<file path="src/hdl/mrfe_pkg.sv">
package mrfe_pkg;

    localparam int SCREEN_W_DEF = 640;
    localparam int SCREEN_H_DEF = 400;

    localparam int MODE_W   = 4;
    localparam int COORD_W  = 11;
    localparam int SPAN_W   = 10;
    localparam int HEIGHT_W = 9;
    localparam int RADIUS_W = 9;

    typedef enum logic [MODE_W-1:0] {
        MODE_SET_PIXEL = 4'd0,
        MODE_CLR_PIXEL = 4'd1,
        MODE_SET_BYTE  = 4'd2,
        MODE_CLR_BYTE  = 4'd3,
        MODE_SET_SPAN  = 4'd4,
        MODE_CLR_SPAN  = 4'd5,
        MODE_XOR_SPAN  = 4'd6,
        MODE_FILL_RECT = 4'd7,
        MODE_CLR_RECT  = 4'd8,
        MODE_XOR_CIRC  = 4'd9,
        MODE_READ_BYTE = 4'd10
    } mode_t;

    typedef enum logic [1:0] {
        OP_SET = 2'd0,
        OP_CLR = 2'd1,
        OP_XOR = 2'd2
    } op_t;

    // span request from the controller to the datapath
    typedef struct packed {
        logic                       start;
        op_t                        op;
        // whole byte: clip at the end of the row bytes, not at the screen edge
        logic                       whole;
        logic signed [COORD_W+1:0]  x;
        logic signed [COORD_W+1:0]  y;
        logic signed [COORD_W+1:0]  w;
    } span_cmd_t;

    typedef struct packed {
        logic busy;
    } span_sts_t;

endpackage

</file>
<file path="src/hdl/mrfe_ctrl.sv">
module mrfe_ctrl #(
    parameter int SCREEN_W = mrfe_pkg::SCREEN_W_DEF,
    parameter int SCREEN_H = mrfe_pkg::SCREEN_H_DEF
) (
    input  logic                 clk,
    input  logic                 rst_n,
    input  logic                 in_valid,
    output logic                 in_ready,
    input  logic [mrfe_pkg::MODE_W-1:0]   mode,
    input  logic signed [mrfe_pkg::COORD_W-1:0] x_pos,
    input  logic signed [mrfe_pkg::COORD_W-1:0] y_pos,
    input  logic [mrfe_pkg::SPAN_W-1:0]   span_width,
    input  logic [mrfe_pkg::HEIGHT_W-1:0] rect_height,
    input  logic [mrfe_pkg::RADIUS_W-1:0] radius,
    output logic                 out_valid,
    input  logic                 out_ready,
    output logic [7:0]           read_data,
    output logic                 rejected,
    output mrfe_pkg::span_cmd_t  cmd,
    input  mrfe_pkg::span_sts_t  sts,
    input  logic                 clr_busy,
    output logic                 rd_req,
    output logic [$clog2(SCREEN_H)-1:0] rd_row,
    output logic [$clog2((SCREEN_W+7)/8)-1:0] rd_col,
    input  logic [7:0]           rd_data
);
    import mrfe_pkg::*;

    localparam int XW = COORD_W + 2;

    typedef enum logic [3:0] {
        C_IDLE, C_DECODE, C_SPAN, C_SPWAIT, C_RECT, C_CIRC, C_CIRC_STEP,
        C_READ, C_READ2, C_OUT
    } cstate_t;

    cstate_t               state_reg;
    logic [MODE_W-1:0]     mode_reg;
    logic signed [XW-1:0]  x_reg;
    logic signed [XW-1:0]  y_reg;
    logic [SPAN_W-1:0]     w_reg;
    logic [HEIGHT_W-1:0]   h_reg;
    logic [HEIGHT_W-1:0]   row_reg;
    logic signed [XW-1:0]  cx_reg;
    logic signed [XW-1:0]  cy_reg;
    logic signed [XW+1:0]  d_reg;
    logic [1:0]            part_reg;
    logic                  ret_circ_reg;
    logic [7:0]            rd_reg;
    logic                  rej_reg;
    span_cmd_t             cmd_reg;

    logic ok;
    logic rect_done_c;
    logic issue_c;

    assign ok = (x_reg >= 0) && (x_reg < XW'(SCREEN_W))
             && (y_reg >= 0) && (y_reg < XW'(SCREEN_H));
    assign rect_done_c = (row_reg == h_reg) || (y_reg + XW'(row_reg) >= XW'(SCREEN_H));

    // raise the span strobe for one cycle in the states that hand a span down
    always_comb
    begin
        case (state_reg)
            C_DECODE: issue_c = mode_reg inside {MODE_SET_PIXEL, MODE_CLR_PIXEL,
                                                 MODE_SET_BYTE, MODE_CLR_BYTE,
                                                 MODE_SET_SPAN, MODE_CLR_SPAN,
                                                 MODE_XOR_SPAN};
            C_RECT:   issue_c = !rect_done_c;
            C_CIRC:   issue_c = (cy_reg <= cx_reg);
            default:  issue_c = 1'b0;
        endcase
    end

    assign in_ready  = (state_reg == C_IDLE) && !clr_busy;
    assign out_valid = (state_reg == C_OUT);
    assign read_data = rd_reg;
    assign rejected  = rej_reg;
    assign cmd       = cmd_reg;
    assign rd_req    = (state_reg == C_READ);
    assign rd_row    = y_reg[$clog2(SCREEN_H)-1:0];
    assign rd_col    = $bits(rd_col)'(x_reg >>> 3);

    always_ff @(posedge clk or negedge rst_n)
    begin
        if (!rst_n)
        begin
            state_reg     <= C_IDLE;
            cmd_reg.start <= 1'b0;
        end
        else
        begin
            cmd_reg.start <= issue_c;
            case (state_reg)
                C_IDLE:
                begin
                    if (in_valid && in_ready)
                    begin
                        mode_reg  <= mode;
                        x_reg     <= XW'(x_pos);
                        y_reg     <= XW'(y_pos);
                        w_reg     <= span_width;
                        h_reg     <= rect_height;
                        cx_reg    <= XW'(radius);
                        cy_reg    <= '0;
                        d_reg     <= (XW+2)'(1) - (XW+2)'(radius);
                        part_reg  <= 2'd0;
                        row_reg   <= '0;
                        rd_reg    <= 8'h00;
                        rej_reg   <= 1'b0;
                        state_reg <= C_DECODE;
                    end
                end
                C_DECODE:
                begin
                    ret_circ_reg  <= 1'b0;
                    cmd_reg.y     <= y_reg;
                    cmd_reg.whole <= (mode_reg == MODE_SET_BYTE) || (mode_reg == MODE_CLR_BYTE);
                    case (mode_reg)
                        MODE_SET_PIXEL, MODE_CLR_PIXEL:
                        begin
                            cmd_reg.op    <= (mode_reg == MODE_SET_PIXEL) ? OP_SET : OP_CLR;
                            cmd_reg.x     <= x_reg;
                            cmd_reg.w     <= ok ? XW'(1) : '0;
                            state_reg     <= C_SPWAIT;
                        end
                        MODE_SET_BYTE, MODE_CLR_BYTE:
                        begin
                            cmd_reg.op    <= (mode_reg == MODE_SET_BYTE) ? OP_SET : OP_CLR;
                            cmd_reg.x     <= {x_reg[XW-1:3], 3'b000};
                            cmd_reg.w     <= ok ? XW'(8) : '0;
                            state_reg     <= C_SPWAIT;
                        end
                        MODE_SET_SPAN, MODE_CLR_SPAN, MODE_XOR_SPAN:
                        begin
                            cmd_reg.op    <= (mode_reg == MODE_SET_SPAN) ? OP_SET :
                                             (mode_reg == MODE_CLR_SPAN) ? OP_CLR : OP_XOR;
                            cmd_reg.x     <= x_reg;
                            cmd_reg.w     <= XW'(w_reg);
                            state_reg     <= C_SPWAIT;
                        end
                        MODE_FILL_RECT, MODE_CLR_RECT:
                        begin
                            if (!ok)
                            begin
                                rej_reg   <= 1'b1;
                                state_reg <= C_OUT;
                            end
                            else
                            begin
                                state_reg <= C_RECT;
                            end
                        end
                        MODE_XOR_CIRC:  state_reg <= C_CIRC;
                        MODE_READ_BYTE: state_reg <= ok ? C_READ : C_OUT;
                        default:        state_reg <= C_OUT;
                    endcase
                end
                C_RECT:
                begin
                    if (rect_done_c)
                    begin
                        state_reg <= C_OUT;
                    end
                    else
                    begin
                        cmd_reg.op    <= (mode_reg == MODE_FILL_RECT) ? OP_SET : OP_CLR;
                        cmd_reg.whole <= 1'b0;
                        cmd_reg.x     <= x_reg;
                        cmd_reg.y     <= y_reg + XW'(row_reg);
                        cmd_reg.w     <= XW'(w_reg);
                        row_reg       <= row_reg + HEIGHT_W'(1);
                        state_reg     <= C_SPWAIT;
                    end
                end
                C_CIRC:
                begin
                    // issue one of the four spans of a midpoint step, chosen by part_reg
                    if (cy_reg > cx_reg)
                    begin
                        state_reg <= C_OUT;
                    end
                    else
                    begin
                        cmd_reg.op    <= OP_XOR;
                        cmd_reg.whole <= 1'b0;
                        ret_circ_reg  <= 1'b1;
                        state_reg     <= C_SPWAIT;
                        case (part_reg)
                            2'd0:
                            begin
                                cmd_reg.x <= x_reg - cx_reg;
                                cmd_reg.y <= y_reg + cy_reg;
                                cmd_reg.w <= (cx_reg <<< 1) + XW'(1);
                            end
                            2'd1:
                            begin
                                cmd_reg.x <= x_reg - cx_reg;
                                cmd_reg.y <= y_reg - cy_reg;
                                cmd_reg.w <= (cx_reg <<< 1) + XW'(1);
                            end
                            2'd2:
                            begin
                                cmd_reg.x <= x_reg - cy_reg;
                                cmd_reg.y <= y_reg + cx_reg;
                                cmd_reg.w <= (cy_reg <<< 1) + XW'(1);
                            end
                            default:
                            begin
                                cmd_reg.x <= x_reg - cy_reg;
                                cmd_reg.y <= y_reg - cx_reg;
                                cmd_reg.w <= (cy_reg <<< 1) + XW'(1);
                            end
                        endcase
                    end
                end
                C_SPWAIT:
                begin
                    if (!cmd_reg.start && !sts.busy)
                    begin
                        if (ret_circ_reg)
                        begin
                            part_reg  <= part_reg + 2'd1;
                            state_reg <= (part_reg == 2'd3) ? C_CIRC_STEP : C_CIRC;
                        end
                        else if (mode_reg == MODE_FILL_RECT || mode_reg == MODE_CLR_RECT)
                        begin
                            state_reg <= C_RECT;
                        end
                        else
                        begin
                            state_reg <= C_OUT;
                        end
                    end
                end
                C_CIRC_STEP:
                begin
                    cy_reg <= cy_reg + XW'(1);
                    if (d_reg <= 0)
                    begin
                        d_reg <= d_reg + (XW+2)'((cy_reg <<< 1) + XW'(3));
                    end
                    else
                    begin
                        cx_reg <= cx_reg - XW'(1);
                        d_reg  <= d_reg + (XW+2)'(((cy_reg - cx_reg) <<< 1) + XW'(5));
                    end
                    state_reg <= C_CIRC;
                end
                C_READ:  state_reg <= C_READ2;
                C_READ2:
                begin
                    rd_reg    <= rd_data;
                    state_reg <= C_OUT;
                end
                C_OUT:
                begin
                    if (out_ready)
                    begin
                        state_reg <= C_IDLE;
                    end
                end
                default: state_reg <= C_IDLE;
            endcase
        end
    end

`ifndef SYNTHESIS
    ap_out_hold: assert property (@(posedge clk) disable iff (!rst_n)
        (out_valid && !out_ready) |=> out_valid && $stable(read_data))
        else $error("result dropped");
    ap_rej_only_rect: assert property (@(posedge clk) disable iff (!rst_n)
        (out_valid && rejected) |-> (mode_reg == MODE_FILL_RECT || mode_reg == MODE_CLR_RECT))
        else $error("reject on non rectangle");
    ap_no_accept_busy: assert property (@(posedge clk) disable iff (!rst_n)
        in_ready |-> !sts.busy)
        else $error("accept while drawing");
`endif

endmodule

</file>
<file path="config.mk">
export PLATFORM = sky130hd
export DESIGN_NAME = mrfe_ctrl
export DESIGN_NICKNAME = d
export VERILOG_FILES = /design/src/hdl/mrfe_pkg.sv /design/src/hdl/mrfe_ctrl.sv
export SDC_FILE = /design/constraint.sdc
export NUM_CORES = 1
export LEC_CHECK = 0
export ABC_AREA = 1
export BUFFER_PORTS_ARGS = -buffer_cell sky130_fd_sc_hd__buf_2
export CORE_ASPECT_RATIO = 0.8
export CORE_MARGIN = 2
export CORE_UTILIZATION = 42
export DETAILED_ROUTE_END_ITERATION = 16
export GPL_TIMING_DRIVEN = 0
export PLACE_DENSITY = 0.59
export SLEW_MARGIN = 25
export SYNTH_ARGS = -nofsm -noshare
export SYNTH_HDL_FRONTEND = slang
export SYNTH_SLANG_ARGS = --single-unit
</file>
<file path="constraint.sdc">
create_clock -name clk -period 8 [get_ports clk]
set_clock_uncertainty 0.2 [all_clocks]
set_input_delay 2.4 -clock clk [delete_from_list [all_inputs] [get_ports clk]]
set_output_delay 2.4 -clock clk [all_outputs]
set_load 0.02 [all_outputs]
</file>
==> results.json <==
{
  "status": "completed",
  "cts_hold_buf": 0,
  "insertion_delay_ps": 460,
  "ys_seq_area_share_pct": 39.35,
  "antenna_found_initial": 0,
  "synth_top_flop_cell": "edfxtp_1",
  "portBuffers": 138,
  "first_pass_iters": 6,
  "ys_ff_latch": 154,
  "synth.area.top_cells": "edfxtp_1 (38%), ha_1 (11%), nand2_1 (10%), inv_1 (5.7%), nand3_1 (4.4%)",
  "viasPerCell": 5.346,
  "yosysUniqueCellTypes": 52,
  "path_delay_family": "buffers and inverters",
  "initial_core_util_pct": 42.82,
  "end_kind": "output pin",
  "die_w_um": 190.5,
  "hold_ws_ps": 331.9,
  "yosys_warnings": 0,
  "worstSetupStartpointType": "input port",
  "boundaryPins": 139,
  "ant_nets": 0,
  "cts_resized": 0,
  "post-route-min-period_ps": 5411,
  "crit_path_top_delay_cell": "buf_2",
  "critical_path_arrival_ps": 2810,
  "reg2reg_depth": 23,
  "clkTransAtPathRegs_ps": 60,
  "die_y_um": 153.2,
  "worst-path-stages": 3,
  "hpwl_um": 27390,
  "layout-drive-gt1-share_pct": 14.68,
  "synth_top_area_share_pct": 38.28,
  "worst_pin_slew_ps": 962.8,
  "reg2reg_from": "cy_reg[0]$_SDFFCE_PN0P_",
  "largest_reg_flops": 43,
  "p_per_area_nw_per_um2": 351.8,
  "crit_fanout": 3,
  "cp_cell_sequence": "buf_2, nor2_2, buf_2",
  "clockRootBuffer": "clkbuf_16",
  "holdPathStages": 2,
  "multi_input_area_um2": 6192,
  "setup_violations": 0,
  "synthesis.nets": 1627,
  "antennaDiodeCount": 0,
  "async_flop_share_pct": 3.247,
  "nFillCells": 2712,
  "ir_drop_v": 0.0001782,
  "avgSynthCellArea_um2": 8.083,
  "die_area_um2": 29190,
  "numCtsBuffers": 17,
  "grt_pass1_wl_um": 53950,
  "core_area_um2": 27300,
  "post-route-period-util_pct": 67.64,
  "initialDrtViolationCount": 958,
  "hold_class": "reg2reg",
  "cts_setup_buffers": 0,
  "nets": 1789,
  "setup.worst_path.end": "in_ready",
  "r2r-end": "d_reg[13]$_DFFE_PP_",
  "routabilityCongestion": 0.9207,
  "htreeDepth": 4,
  "reg2reg_slack_ps": 3620,
  "slew_headroom_pct": 35.81,
  "row_count": 54,
  "syn_area_um2": 11690,
  "crit_start": "clr_busy",
  "grt_pass1_vias": 9738,
  "cts_tree": "yes",
  "area_growth_pct": 15.44,
  "netlist_instances": 1446,
  "instances_no_fill": 1985,
  "overflow": 0,
  "hold_violations": 0,
  "max_freq_mhz": 184.8,
  "fin_setup_tns_ps": 0,
  "synth_area_leader_cell": "edfxtp_1",
  "drt-wirelength-per-cell_um": 17.37,
  "crit_path_frequent_cell": "buf_2",
  "grt_start_max_net_pins": 46,
  "worst-path-buf-inv": 2,
  "clockBufferDepth": 2,
  "vias": 10610,
  "rsz0062_at_grt": "false",
  "clock_sinks": 154,
  "p_leak_uw": 0.006053,
  "cp_slowest_stage_delay_ps": 180,
  "post-route-drc-count": 0,
  "seq_area_um2": 4599,
  "synth-edff-count": 149,
  "track_usage_pct": 24.08,
  "worstPathRequired_ps": 5400,
  "dp_cells": 1953,
  "final_max_slew_viol_count": 0,
  "wl_um": 34480,
  "timing.max_cap.violations": 0,
  "crit_type": "in2out"
}
## cell type report
type	count	area share (%)
Buffer	38	1.549
Clock buffer	17	3.153
Timing Repair Buffer	143	5.546
Inverter	194	5.416
Sequential cell	154	34.09
Multi-Input combinational cell	1060	45.90
Tap cell	364	3.376
Clock inverter	15	0.9738
## Yosys cell counts, types with 9 or more instances
master and count:
inv_2 13, nor2_1 117, ha_1 107, a31oi_1 9
nand4_1 23, o21ai_0 99, buf_4 16, clkbuf_1 17
o211ai_1 14, nand3_1 103, inv_1 179, edfxtp_1 149
xor2_1 40, xnor2_1 19, nor3_1 25, nand2_1 315
a21oi_1 101, o21ai_1 10
## layer usage
metal | global-route usage [%] | part of all wire (%) | vias to the layer above
met4 | 6.202 | 1.5 | 0
met2 | 33.40 | 40 | 421
met1 | 37.76 | 50 | 4891
li1 | - | - | 5263
met3 | 4.615 | 8.2 | 37
met5 | 0 | 0 | -
## cell families (layout without fill, tap and decap cells)
logic type | Yosys count | after routing | share of synthesized area [%]
buffers and inverters | 232 | 407 | 8.040
xor gates and xnor gates | 59 | 59 | 4.421
adders and majority gates | 113 | 113 | 12.48
AOI/OAI and AO/OA | 273 | 273 | 13.10
DFF | 154 | 154 | 39.35
and+or+nand+nor | 615 | 615 | 22.60
## power breakdown
group | internal [uW] | switching, uW
sequential | 1100 | 143
combinational | 936 | 1780
clock | 408 | 380
total | 2440 | 2310
## worst min path at each step
stage                        from               end  slack, ps
2_1_floorplan  w_reg[2]$_DFFE_PP_  cmd[2]$_DFFE_PP_        300
3_3_place_gp   w_reg[2]$_DFFE_PP_  cmd[2]$_DFFE_PP_        310
3_5_place_dp   w_reg[5]$_DFFE_PP_  cmd[5]$_DFFE_PP_        310
4_1_cts        w_reg[5]$_DFFE_PP_  cmd[5]$_DFFE_PP_        330
5_1_grt        w_reg[7]$_DFFE_PP_  cmd[7]$_DFFE_PP_        350
6_report       w_reg[5]$_DFFE_PP_  cmd[5]$_DFFE_PP_        330
## per-stage QoR
stage	util (%)	total power (uW)	cell area, um^2	setup WS [ps]
2_1_floorplan	-	3181	11690	2769
3_3_place_gp	47.02	3889	12830	1867
3_5_place_dp	47.39	3926	12930	2588
4_1_cts	49.43	4722	13490	2588
5_1_grt	49.43	5186	13490	2554
6_report	49.43	4746	13490	2589
## layout by cell type (no fill, tap or decap), types with 4 or more instances in the layout
| cell type | instances |
|---|---|
| fa_1 | 6 |
| a31oi_1 | 9 |
| inv_6 | 5 |
| inv_1 | 179 |
| edfxtp_1 | 149 |
| clkbuf_16 | 17 |
| nor3_2 | 4 |
| a21oi_1 | 99 |
| o21ai_1 | 9 |
| nand3_1 | 103 |
| inv_2 | 13 |
| o211ai_1 | 14 |
| o22ai_1 | 4 |
| dfrtp_1 | 5 |
| buf_2 | 143 |
| nor2_2 | 5 |
| buf_4 | 20 |
| nand2_1 | 315 |
| nor2_1 | 116 |
| o21a_1 | 5 |
| nor4_1 | 7 |
| o21ai_0 | 99 |
| xor2_1 | 40 |
| nor3_1 | 23 |
| or2_2 | 7 |
| ha_1 | 107 |
| nand4_1 | 23 |
| o21bai_1 | 7 |
| clkbuf_1 | 17 |
| xnor2_1 | 19 |
## worst register-to-register path, cell delays in order, from the launching register on
cell and delay (ps):
edfxtp_1 460, clkinv_2 160, ha_1 160, inv_1 50, fa_1 410, nand2_1 90, nand2_1 120, nand2_1 90
nand2_1 90, nand2_1 80, nand2_1 80, a21boi_0 220, xnor2_1 190, ha_1 280, ha_1 370, inv_1 70
nor3_1 310, nand3_1 180, nand4_1 150, a21oi_1 80, o21ai_0 90, nand2_1 70, nand2_1 60, nand2_1 50
(Power assumes the default switching activity.)
